===== src/lskth_pkg.sv =====
// shared types and constants for the per-row local scale block
// no dependencies
`timescale 1ns / 1ps

package lskth_pkg;

   localparam int MAX_RANK  = 64;
   localparam int MAX_NODES = 4096;

   localparam int DIST_W = 32;
   localparam int RANK_W = $clog2(MAX_RANK + 1);
   localparam int SEL_W  = (MAX_RANK > 1) ? $clog2(MAX_RANK) : 1;
   localparam int NODE_W = $clog2(MAX_NODES);
   localparam int ROW_W  = 12;

   // configuration register indexes
   typedef enum logic [0:0] {
      REG_NEIGHBOR_RANK = 1'b0,
      REG_SELECT_SORT   = 1'b1
   } reg_index_type;

   localparam logic [RANK_W-1:0] RANK_RESET = RANK_W'(8);

   // what one cell hands to the next one up the chain
   typedef struct packed {
      logic              keep;
      logic [DIST_W-1:0] value;
   } link_type;

   // index-mode capture as seen at the current beat
   typedef struct packed {
      logic              found;
      logic [DIST_W-1:0] distance;
   } pick_type;

endpackage


===== src/lskth_pick.sv =====
// index-mode column capture for the current row
// depends on lskth_pkg
`timescale 1ns / 1ps

module lskth_pick (
   input  logic                         clock,
   input  logic                         reset,
   input  logic                         en,
   input  logic                         last,
   input  logic [lskth_pkg::DIST_W-1:0] d,
   input  logic [lskth_pkg::ROW_W-1:0]  row,
   input  logic [lskth_pkg::RANK_W-1:0] rank,
   output lskth_pkg::pick_type          res
);
   import lskth_pkg::*;

   logic [NODE_W-1:0] col_ff, col_in;
   logic              found_ff, found_in;
   logic [DIST_W-1:0] dist_ff, dist_in;
   logic [NODE_W-1:0] target;
   logic              hit;

   // column k for early rows, column k-1 afterwards
   assign target = (NODE_W'(row) < NODE_W'(rank)) ? NODE_W'(rank)
                                                  : NODE_W'(rank) - NODE_W'(1);
   assign hit    = !found_ff && (col_ff == target);

   assign res.found    = found_ff || hit;
   assign res.distance = found_ff ? dist_ff : (hit ? d : '0);

   always_comb begin
      col_in   = col_ff + NODE_W'(1);
      found_in = res.found;
      dist_in  = res.distance;
      if (last) begin
         col_in   = '0;
         found_in = 1'b0;
         dist_in  = '0;
      end
   end

   always_ff @(posedge clock) begin
      if (reset) begin
         col_ff   <= '0;
         found_ff <= 1'b0;
         dist_ff  <= '0;
      end else if (en) begin
         col_ff   <= col_in;
         found_ff <= found_in;
         dist_ff  <= dist_in;
      end
   end

endmodule

===== config.mk =====
export PLATFORM = sky130hd
export DESIGN_NAME = lskth_pick
export DESIGN_NICKNAME = d
export VERILOG_FILES = /design/src/lskth_pkg.sv /design/src/lskth_pick.sv
export SDC_FILE = /design/constraint.sdc
export NUM_CORES = 1
export LEC_CHECK = 0
export ABC_AREA = 1
export BUFFER_PORTS_ARGS = -buffer_cell sky130_fd_sc_hd__buf_2
export CELL_PAD_IN_SITES_DETAIL_PLACEMENT = 0
export CELL_PAD_IN_SITES_GLOBAL_PLACEMENT = 1
export CORE_MARGIN = 4
export CORE_UTILIZATION = 39
export DETAILED_ROUTE_END_ITERATION = 12
export PLACE_DENSITY_LB_ADDON = 0.2
export SLEW_MARGIN = 20
export SYNTH_ARGS = -nofsm -noshare
export SYNTH_HDL_FRONTEND = slang
export SYNTH_SLANG_ARGS = --single-unit

===== constraint.sdc =====
create_clock -name clock -period 4.25 [get_ports clock]
set_clock_uncertainty 0.05 [all_clocks]
set_input_delay 0.6375 -clock clock [delete_from_list [all_inputs] [get_ports clock]]
set_output_delay 0.6375 -clock clock [all_outputs]
set_load 0.1 [all_outputs]

==> results.json <==
{
  "status": "complete, no violations",
  "syn_nets": 478,
  "ios": 88,
  "grt_pass1_wl_mm": 12.1,
  "drt_wl_total_mm": 7.14,
  "track_usage": 0.167,
  "drc": 0,
  "viasPerCell": 4.77,
  "dp.cells": 583,
  "grt_start_max_net_pins": 37,
  "cts_resized": 0,
  "ys_types": 29,
  "numCtsBuffers": 5,
  "initial_core_util": 0.401,
  "holdCritPathClass": "reg -> reg",
  "hold_viol": 0,
  "vias": 2820,
  "combPwrFrac": 0.129,
  "cp.arrival_ns": 3.23,
  "p_total_mw": 0.857,
  "reg2reg_from": "col_ff[6]$_SDFFE_PP0P_",
  "grt-ovfl-total": 0,
  "final_cell_mix": "nand2_1, buf_2, dfxtp_1",
  "p_leak_nw": 1.59,
  "hold_start": "dist_ff[27]$_SDFFE_PP0P_",
  "finalCritPeriodShare": 0.921,
  "max_slew_margin": 0.462,
  "hold_end": "dist_ff[27]$_SDFFE_PP0P_",
  "worst-setup-path-type": "in -> out",
  "p_sw_frac": 0.256,
  "fin_nets": 554,
  "timing.setup.tns_ns": 0,
  "rsz0062_at_grt": "no",
  "die_x_um": 94.1,
  "pre_cts_ws_ns": 0.342,
  "die_y_um": 94.1,
  "hold_buffers": 0,
  "final_common_cell": "nand2_1",
  "path_clk_slew_ns": 0.09,
  "power.density_nw_per_um2": 245,
  "regToRegSetupSlack_ns": 2.14,
  "coreArea_um2": 7210,
  "reg2reg_to": "dist_ff[22]$_SDFFE_PP0P_",
  "area_delta_synth_final_pct": 21.0,
  "cts_tree": "yes",
  "hold_ws_ns": 0.419,
  "cp-start-kind": "primary input",
  "clock_power_share": 0.376,
  "diodes": 0,
  "final_cells": 591,
  "r2r_cells": 13,
  "gp_congestion": 0.769,
  "ys_ff_latch": 45,
  "netlist_instances": 415,
  "yosysWarnings": 0,
  "maxSlewViolCount": 0,
  "ant_nets": 0,
  "final_layout_size_suffix_gt1_frac": 0.339,
  "synth_area_um2": 2890,
  "p_switching_mw": 0.219,
  "clock-sinks": 45,
  "end_kind": "primary output",
  "hold-path-cell-count": 2,
  "yosysSeqAreaShare": 0.311,
  "power_frac_seq": 0.495,
  "clockBufferDepth": 2,
  "p_int_mw": 0.638,
  "htree_levels": 2,
  "ir_drop_mv": 0.201,
  "wire_per_inst_um": 12.1,
  "synth.avg_cell_area_um2": 6.97,
  "max_cap_viol_count": 0,
  "worst_slew_pin_slew_ns": 0.806,
  "fmax_ghz": 0.255,
  "rows": 31,
  "antenna_found_initial": 0,
  "die_area_um2": 8860,
  "hpwlAfterDp_mm": 5.01,
  "grt_pass1_vias": 2694,
  "finalSetupViolCount": 0,
  "cts_root_buffer": "clkbuf_8",
  "worst_slack_ns": 0.334,
  "clock_latency_ns": 0.29,
  "drtIter0Drc": 108,
  "crit_required_ns": 3.56,
  "io_buffers": 87,
  "finalCriticalPeriod_ns": 3.92,
  "firstDrtPassIters": 4,
  "cts_setup_buffers": 0,
  "cp_max_fo": 21
}
cells by family (layout without fill, tap and decap cells):
kind of cell	count (synthesis)	in the layout	share of synthesized area
simple gates	257	257	0.455
xor+xnor	7	7	0.0212
flops	45	45	0.311
buf+inv	50	127	0.0800
compound gates	48	48	0.0977
fa+ha+maj	8	8	0.0346
area by class of cell:
cell class / count / area [µm²]
clock buffer: 6 / 72.6
clock inverter: 2 / 38.8
timing repair buffer: 92 / 500
multi-input combinational: 320 / 1760
tap: 99 / 124
inverter: 27 / 101
fill: 779 / 3710
sequential: 45 / 901
worst max-delay path by stage:
stage,startpoint,cells after the start,to
2_1_floorplan,rank[5],14,res[13]
3_3_place_gp,rank[5],16,res[19]
5_1_grt,rank[5],16,res[19]
4_1_cts,rank[5],16,res[19]
3_5_place_dp,rank[5],16,res[19]
6_report,rank[5],16,res[19]
critical path: stages:
cell	delay (ns)
buf_2	0.10
inv_1	0.05
ha_1	0.28
a21oi_1	0.12
o21ai_0	0.08
nor2_1	0.23
nand2_2	0.22
nand2_1	0.12
nand3_1	0.07
nand2_1	0.10
nand3_2	0.13
nor2_8	0.10
buf_4	0.32
nand3_2	0.09
nand2_1	0.13
buf_2	0.43
metrics by stage:
stage,util,area [µm²]
finish,0.485,3500
global route,0.485,3500
CTS,0.485,3500
detailed placement,0.470,3390
global placement,0.470,3390
floorplan,-,2890
power by group through the flow:
stage	Sequential, mW	Combinational, mW	Clock (mW)
after floorplan	0.434	0.0690	0
after global placement	0.434	0.112	0
after detailed placement	0.434	0.113	0
after CTS	0.424	0.113	0.335
after global routing	0.425	0.125	0.352
final	0.424	0.111	0.322
cell usage after synthesis:
cell      instances  share of area
nand3b_1          1         0.0026
nand2_2          24          0.052
nand3_2          31           0.11
inv_1            26          0.034
a21oi_2           8          0.024
a21o_1            2         0.0052
nor3_1            9          0.016
nor3_2            1         0.0035
o21bai_1          1         0.0026
ha_1              8          0.035
buf_2             5         0.0086
xnor2_1           3         0.0091
nand4_1           2         0.0043
buf_8             1         0.0052
nor2_8            1         0.0069
buf_4             1         0.0026
inv_2             1         0.0013
o21ai_0           3         0.0052
buf_6             3          0.012
xor2_1            4          0.012
clkbuf_1         13          0.017
a211oi_1          2         0.0052
nor2_1           21          0.027
dfxtp_1          45           0.31
nor3b_1           5          0.013
nand3b_4          1         0.0069
nand3_1          16          0.028
a21oi_1          32          0.055
nand2_1         145           0.19
state kept, by name, summed over array words and instances (netlist names):
signal	cells
found_ff	1
dist_ff	32
col_ff	12
layer usage:
metal / routed length, µm / global-route usage / up-vias
met4: 30 / 0.0253 / 0
met1: 3310 / 0.216 / 1285
met2: 3430 / 0.286 / 45
met3: 359 / 0.0409 / 2
met5: 0 / 0 / -
li1: - / - / 1488
(Power assumes the default switching activity.)
