===== config.mk =====
export PLATFORM = sky130hd
export DESIGN_NAME = lskth_cell
export DESIGN_NICKNAME = d
export VERILOG_FILES = /design/src/lskth_pkg.sv /design/src/lskth_cell.sv
export SDC_FILE = /design/constraint.sdc
export NUM_CORES = 1
export LEC_CHECK = 0
export BUFFER_PORTS_ARGS = -buffer_cell sky130_fd_sc_hd__buf_2
export CORE_UTILIZATION = 52
export CTS_CLUSTER_DIAMETER = 120
export CTS_CLUSTER_SIZE = 40
export DETAILED_ROUTE_END_ITERATION = 16
export GPL_TIMING_DRIVEN = 0
export PLACE_DENSITY_LB_ADDON = 0.2
export SETUP_SLACK_MARGIN = 0.05
export SLEW_MARGIN = 10
export SYNTH_ARGS = -nofsm -noshare
export SYNTH_HDL_FRONTEND = slang
export SYNTH_SLANG_ARGS = --single-unit

===== constraint.sdc =====
create_clock -name clock -period 4.3 [get_ports clock]
set_clock_uncertainty 0.15 [all_clocks]
set_input_delay 0.86 -clock clock [delete_from_list [all_inputs] [get_ports clock]]
set_output_delay 0.86 -clock clock [all_outputs]
set_load 0.01 [all_outputs]

===== src/lskth_pkg.sv =====
// shared types and constants for the per-row local scale block
// no dependencies
`timescale 1ns / 1ps

package lskth_pkg;

   localparam int MAX_RANK  = 64;
   localparam int MAX_NODES = 4096;

   localparam int DIST_W = 32;
   localparam int RANK_W = $clog2(MAX_RANK + 1);
   localparam int SEL_W  = (MAX_RANK > 1) ? $clog2(MAX_RANK) : 1;
   localparam int NODE_W = $clog2(MAX_NODES);
   localparam int ROW_W  = 12;

   // configuration register indexes
   typedef enum logic [0:0] {
      REG_NEIGHBOR_RANK = 1'b0,
      REG_SELECT_SORT   = 1'b1
   } reg_index_type;

   localparam logic [RANK_W-1:0] RANK_RESET = RANK_W'(8);

   // what one cell hands to the next one up the chain
   typedef struct packed {
      logic              keep;
      logic [DIST_W-1:0] value;
   } link_type;

   // index-mode capture as seen at the current beat
   typedef struct packed {
      logic              found;
      logic [DIST_W-1:0] distance;
   } pick_type;

endpackage


===== src/lskth_cell.sv =====
// one slot of the sorted insertion chain
// depends on lskth_pkg
`timescale 1ns / 1ps

module lskth_cell (
   input  logic                       clock,
   input  logic                       en,
   input  logic [lskth_pkg::DIST_W-1:0] d,
   input  logic                       occ,
   input  lskth_pkg::link_type        prev,
   output lskth_pkg::link_type        link,
   output logic [lskth_pkg::DIST_W-1:0] value_in
);
   import lskth_pkg::*;

   logic [DIST_W-1:0] value_ff;

   // equal values stay ahead of the new one
   assign link.keep  = occ && (value_ff <= d);
   assign link.value = value_ff;

   assign value_in = link.keep ? value_ff : (prev.keep ? d : prev.value);

   always_ff @(posedge clock) begin
      if (en) begin
         value_ff <= value_in;
      end
   end

endmodule


==> metrics.csv, run 1 <==
metric,value,unit
status,finished clean,
Final #Nets,661,
area of the multi-input gates,0.00277,sq mm
sequential power share,26.7,%
Syn. warnings,0,
"Seq/Total Area, Yosys",24.8,%
GPL Wtd Cong,0.837,
Comb pwr share,60.8,%
WHS Path Cells,3,
CP Data Required Time,3.29,ns
core region area,0.00721,sq mm
max reg flops,32,
ratio of total power to cell area,364,mW/mm^2
unrepaired setup endpoints after global routing,true,
CTS tree,done,
clk slew on worst S/H paths,0.07,ns
Most common cell on crit path,buf_2,
DR vias/cell,6.41,
first-pass GRT wire length,18200,um
largest net degree at the start of global routing,33,
clock latency on the worst-skew pair,0.29,ns
Setup Crit Path Kind,in -> out,
HP Start,value_ff[7],
P_leak,2.06,nW
Clock Tree Buf Depth,2,
"Arr. time, crit path",3.26,ns
final wirelength,12600,um
Worst R2R Start,value_ff[23],
most used flip-flop cell after synthesis,edfxtp_1,
R2R Path End,value_ff[26],
Fill cells,607,
Int Pwr,0.00100,W
Clock power frac,12.6,%
f_max,234,MHz
worst hold slack,0.743,ns
MaxCap Viol Count,0,
Clock Sinks,32,
Antenna Nets Post-Route,0,
R2R Setup Slk,1.25,ns
total track usage,30.2,%
die area,0.00779,sq mm
max incr delay on CP,0.42,ns
per-cell routed wire length,19.1,um
Buffers on Ports,131,
Slew headroom,43.0,%
Iter 0 DRT Violations,338,
"slowest stage cell, crit path",a2111oi_1,
antenna violations before repair,0,
vias in the first global route,3804,
Yosys reg bits,32,
Post-Synthesis Cells,418,
Net Sw Frac,45.0,%
hold_buf cts,0,
Area Overhead vs Synth,29.5,%
CP Capture Type,output port,
worst-case vdd ir drop,0.000191,V
Yosys top cell by area,edfxtp_1,
GR Overflow Total,0,
Worst Hold Path EP,value_ff[7],
syn_area_per_cell,9.26,sq um
H-tree depth,2,
Root Driver,clkbuf_8,
biggest regs,value_ff: 32 flops,
Biggest register,value_ff,
DIE HEIGHT,88.3,um
top cell family by delay on the critical path,simple AND/OR/NAND/NOR gates,
worst min path class,reg -> reg,
ys async rst share,0,%
library cells used by synthesis,42,
minimum clock period,4.27,ns
1st-pass router iterations,5,
Design Power,0.00182,W
DP HPWL,8830,um
post-synth top area share,24.8,%
Post-Syn Nets,518,
Starting Density,53.6,%
total CTS buffers,5,
fin crit share,99.3,%
largest cells by area after synthesis,"edfxtp_1 (25%), ha_1 (10%), mux2_2 (9.3%)",
Mapped Area,0.00387,sq mm
final setup vio count,0,
"count leader, synth",nor3_1,
fraction of layout cells with a size suffix above 1,45.1,%
sw power,0.000820,W
crit-path cells,buf_2 -> inv_1 -> ha_1 -> nand4_1 -> nor4_4 -> a21bo_1 -> and4_4 -> clkbuf_4 -> a2111oi_1 -> nor3_1 -> buf_2,
antenna diode count,0,
IO Pins,133,
Worst Tran Pin Value,0.854,ns
Sequential cell area,961,sq um
Cell Rows,31,
"Slew Viols, Final",0,
Die Width,88.3,um
crit start category,input pin,
Bufs and invs on worst path,4,
worst-path fanout max,10,
routed vias,4233,
"EDFF count, synth",32,
Final Hold Viols,0,
reg2reg path depth,10,
drt drc,0,
timing repair:
| action | 4_1_cts | 5_1_grt |
|---|---|---|
| resized for setup | 8 | 57 |
| setup endpoints to repair | 30 | 31 |
| pin swaps | 0 | 8 |
| buffers inserted | 0 | 5 |
cell families (layout without fill, tap and decap cells):
kind of cell / Yosys count / after routing / synth area share, %
AOI/OAI and AO/OA: 90 / 90 / 21.5
buffers and inverters: 73 / 216 / 9.28
DFF: 32 / 32 / 24.8
adders and majority gates: 32 / 32 / 10.3
muxes: 32 / 32 / 9.31
and+or+nand+nor: 159 / 159 / 24.7
worst reg2reg max path, delay by kind of cell (launching register included):
family                     cells  cell delay [ns]
adders and majority gates      1             0.35
and+or+nand+nor                5             1.07
buffers and inverters          3             0.69
DFF                            1             0.45
AOI/OAI and AO/OA              1             0.11
worst max path at each step:
| stage | startpoint | end | slack (ns) | cells past startpoint |
|---|---|---|---|---|
| 5_1_grt | d[23] | value_in[11] | -0.03 | 12 |
| 4_1_cts | d[14] | value_in[28] | 0.03 | 11 |
| 6_report | d[11] | value_in[20] | 0.03 | 11 |
| 3_5_place_dp | d[13] | value_in[28] | -0.13 | 11 |
| 2_1_floorplan | d[30] | value_in[10] | 0.56 | 10 |
| 3_3_place_gp | d[14] | value_in[28] | -0.13 | 11 |
power groups by stage:
stage	logic (W)	clock network (W)	registers (W)
6_report	0.00111	0.000229	0.000486
3_5_place_dp	0.000977	0	0.000488
2_1_floorplan	0.000623	0	0.000499
3_3_place_gp	0.000948	0	0.000485
5_1_grt	0.00118	0.000244	0.000490
4_1_cts	0.000987	0.000233	0.000482
per-layer routing:
layer	part of all wire, %	up-vias	global-route usage (%)
met5	0	-	0
met4	0.99	0	9.38
met3	7.1	17	3.82
met2	50	247	51.3
met1	42	2037	39.9
li1	-	1932	-
cell usage in the layout (no fill, tap or decap), types with 6 or more instances in the layout:
| master | instances |
|---|---|
| ha_1 | 32 |
| nand3b_1 | 31 |
| nand2b_1 | 32 |
| buf_4 | 10 |
| buf_2 | 138 |
| clkbuf_1 | 14 |
| a2111oi_1 | 6 |
| edfxtp_1 | 32 |
| nand2_1 | 9 |
| mux2_2 | 32 |
| inv_1 | 32 |
| buf_6 | 7 |
| nor3_2 | 15 |
| a21oi_1 | 13 |
| o221ai_1 | 32 |
| nor3_1 | 49 |
| a2111oi_2 | 22 |
layout make-up:
type	instances	area share [%]
inverters	32	2.40
well taps	99	2.47
clock inverters	2	0.150
flip-flops and latches	32	19.2
plain buffers	41	5.32
multi-input cells	313	55.3
repair buffers	136	13.8
clock buffers	5	1.37
stage by stage:
step | std cells | setup WS (ns) | instance area (sq um) | utilization, % | setup TNS (ns)
after floorplan | 418 | 0.559 | 3870 | - | 0
after global placement | 648 | -0.132 | 4650 | 64.4 | -1.92
after detailed placement | 648 | -0.133 | 4650 | 64.4 | -1.73
after CTS | 655 | 0.0327 | 4740 | 65.7 | 0
after global routing | 660 | -0.0315 | 5010 | 69.4 | -0.0839
final | 660 | 0.0293 | 5010 | 69.4 | 0
Note: power is estimated with default switching activity, not from simulation.
==> inputs of run 2 (changes only) <==
--- a/config.mk
+++ b/config.mk
@@ -5,8 +5,9 @@
 export SDC_FILE = /design/constraint.sdc
 export NUM_CORES = 1
 export LEC_CHECK = 0
+export ABC_AREA = 1
 export BUFFER_PORTS_ARGS = -buffer_cell sky130_fd_sc_hd__buf_2
-export CORE_UTILIZATION = 52
+export CORE_UTILIZATION = 48
 export CTS_CLUSTER_DIAMETER = 120
 export CTS_CLUSTER_SIZE = 40
 export DETAILED_ROUTE_END_ITERATION = 16
==> run 2 against run 1 <==
Against the previous run:
- combinational power decreased by 57%
- largest power group unchanged
- critical path depth increased by 3
- clock-buffer cell count increased by 2
- sequential power decreased by 13%
- total power decreased by 38%
- final cell count decreased by 15%
- die area decreased by 19%
- maximum frequency increased by 21%
- critical endpoint is now value_in[14]
- non-clock buffer count decreased by 30
- first-iteration DRC count decreased by 73%
- hold slack got worse by 0.25 ns
==> metrics.csv, run 2 <==
metric,value,unit,change
status,finished clean,,
post-synth top area share,33.4,%,+8.6 points
total track usage,23.3,%,-6.9 points
Area Overhead vs Synth,28.5,%,
final wirelength,7090,um,-44%
library cells used by synthesis,26,,-38%
CTS tree,done,,
"slowest stage cell, crit path",ha_1,,
P_leak,1.97,nW,-4.2%
hold_buf cts,0,,unchanged
die area,0.00631,sq mm,-19%
Non-Filler Instances,564,,-15%
syn_area_per_cell,8.13,sq um,-12%
"Arr. time, crit path",2.51,ns,-0.75 ns
crit-path cells,buf_2 -> inv_1 -> ha_1 -> a21oi_1 -> nand2_1 -> nand2_1 -> nand3_1 -> a21oi_2 -> nand2_2 -> nand2_4 -> buf_4 -> nand3_1 -> nand2_2 -> buf_2,,
vias in the first global route,2640,,-31%
# Post-CTS Setup Buffers,0,,unchanged
Yosys top cell by area,edfxtp_1,,
R2R Path End,value_ff[22],,
Bufs and invs on worst path,4,,unchanged
placed cell count,556,,-14%
Biggest register,value_ff,,
H-tree depth,2,,unchanged
core region area,0.00564,sq mm,-22%
Post-Synthesis Cells,354,,-15%
Die Width,79.4,um,-10%
R2R Setup Slk,2.09,ns,+0.84 ns
ratio of total power to cell area,304,mW/mm^2,-16%
most frequent cells in the layout,"buf_2 (131), nand2_2 (61), a21oi_1 (42)",,
"EDFF count, synth",32,,unchanged
M1 GR Usage,28.2,%,-12 points
final core utilization,65.6,%,-3.9 points
Final Cell Area,0.00370,sq mm,-26%
Setup Crit Path Kind,in -> out,,
1st-pass router iterations,4,,-1
reg2reg path depth,12,,+2
CP Capture Type,output port,,
Synth top cells by count,"nand2_2 (61), a21oi_1 (42), nand2_1 (41), inv_1 (38), nor2_1 (38)",,
Worst Hold Path EP,value_ff[1],,
total CTS buffers,5,,unchanged
Yosys reg bits,32,,unchanged
drt drc,0,,unchanged
top cell family by delay on the critical path,simple AND/OR/NAND/NOR gates,,
antenna diode count,0,,unchanged
Post-Syn Nets,454,,-12%
Iter 0 DRT Violations,92,,-73%
HP Start,value_ff[1],,
fin crit share,81.9,%,-17 points
GPL Wtd Cong,0.793,,-5.2%
largest net degree at the start of global routing,33,,unchanged
"count leader, synth",nand2_2,,
clk slew on worst S/H paths,0.06,ns,about the same
Buffers on Ports,130,,-0.76%
worst min path class,reg -> reg,,
Mapped Area,0.00288,sq mm,-26%
max reg flops,32,,unchanged
worst-path fanout max,10,,unchanged
routed vias,2783,,-34%
fraction of layout cells with a size suffix above 1,44.9,%,-0.18 points
max incr delay on CP,0.30,ns,-0.12 ns
per-cell routed wire length,12.6,um,-34%
IO Pins,133,,unchanged
post-CTS sizing,0,,-8
Syn. warnings,0,,unchanged
Antenna Nets Post-Route,0,,unchanged
Worst R2R Start,value_ff[19],,
GR Overflow Total,0,,unchanged
GR peak layer,met2,,
DR vias/cell,4.93,,-23%
"Slew Viols, Final",0,,unchanged
clock latency on the worst-skew pair,0.28,ns,about the same
Final Hold Viols,0,,unchanged
unrepaired setup endpoints after global routing,false,,
crit start category,input pin,,
Fin Setup TNS,0,ns,unchanged
Cell Rows,27,,-13%
Worst Tran Pin Value,0.799,ns,-0.0550 ns
final setup vio count,0,,unchanged
Clock Sinks,32,,unchanged
WHS Path Cells,2,,-1
ys async rst share,0,%,unchanged
worst-case vdd ir drop,0.000177,V,-6.9%
Clock Tree Buf Depth,2,,unchanged
Starting Density,51.0,%,-2.6 points
most common library cell in the layout ignoring fill and taps,buf_2,,
Final #Nets,591,,-11%
dpl cell area,0.00362,sq mm,-22%
Slew headroom,46.7,%,+3.7 points
Design Power,0.00112,W,-38%
largest cells by area after synthesis,"edfxtp_1 (33%), ha_1 (14%), nand2_2 (13%)",,
antenna violations before repair,0,,unchanged
"Seq/Total Area, Yosys",33.4,%,+8.6 points
DP HPWL,5490,um,-38%
met3 Use GR,3.89,%,+0.061 points
DIE HEIGHT,79.4,um,-10%
Fill cells,519,,-14%
f_max,284,MHz,+21%
CP Data Required Time,3.29,ns,about the same
met2 Use GR,41.5,%,-9.8 points
MaxCap Viol Count,0,,unchanged
most used flip-flop cell after synthesis,edfxtp_1,,
biggest regs,value_ff: 32 flops,,
minimum clock period,3.52,ns,-0.750 ns
first-pass GRT wire length,11500,um,-37%
Root Driver,clkbuf_8,,
## run 2: cell types whose count changed in the layout (fill, tap and decap cells not counted), sizes merged, moves of 32 or more
cell     change
a2111oi     -32
nand2b      -32
nor2        +40
nand2       +95
nor3        -66
o221ai      -32
nand3       +32
## run 2: cell type report
class	count	area [sq um]	area share [%]
timing repair buffer	130	651	17.6
tap	72	90.1	2.44
sequential	32	961	26.0
buffer	17	174	4.70
multi-input combinational	264	1590	43.0
inverter	41	154	4.16
clock buffer	7	76.3	2.06
clock inverter	1	3.75	0.101
## run 2: power by group
group | internal (W) | total, W | switching (W)
logic | 0.000203 | 0.000480 | 0.000277
registers | 0.000395 | 0.000423 | 0.0000282
clock network | 0.000113 | 0.000221 | 0.000109
## run 2: cells by family (layout without fill, tap and decap cells)
kind of cell | after synthesis | count (layout) | synth area share, %
fa+ha+maj | 32 | 32 | 13.9
mux | 1 | 1 | 0.391
flops | 32 | 32 | 33.4
simple gates | 183 | 183 | 32.1
buf+inv | 58 | 196 | 11.4
compound gates | 48 | 48 | 8.83
## run 2: worst min-delay path, stage by stage (launching register included)
cell,delay (ns)
edfxtp_1,0.37
nand3_1,0.08
nand2_1,0.08
## run 2: per-layer routing
metal / share of wire (%) / routed length, um / vias to the layer above
li1: - / - / 1437
met1: 45 / 3220 / 1243
met2: 48 / 3420 / 99
met3: 5.6 / 397 / 4
met4: 0.72 / 51 / 0
met5: 0 / 0 / -
## run 2: worst max path at each step
stage          startpoint            to  slack (ns)  cells after the start
6_report            d[19]  value_in[14]        0.78                     14
3_5_place_dp        d[19]  value_in[27]        0.78                     14
3_3_place_gp        d[19]  value_in[22]        0.78                     14
4_1_cts             d[19]  value_in[16]        0.77                     14
2_1_floorplan       d[21]  value_in[10]        1.14                     13
5_1_grt             d[17]  value_in[22]        0.58                     16
## run 2: stage by stage
stage	worst slack (ns)	hold slack, ns
3_5_place_dp	0.777	0.470
4_1_cts	0.772	0.488
2_1_floorplan	1.14	0.559
6_report	0.779	0.490
5_1_grt	0.578	0.517
3_3_place_gp	0.784	0.462
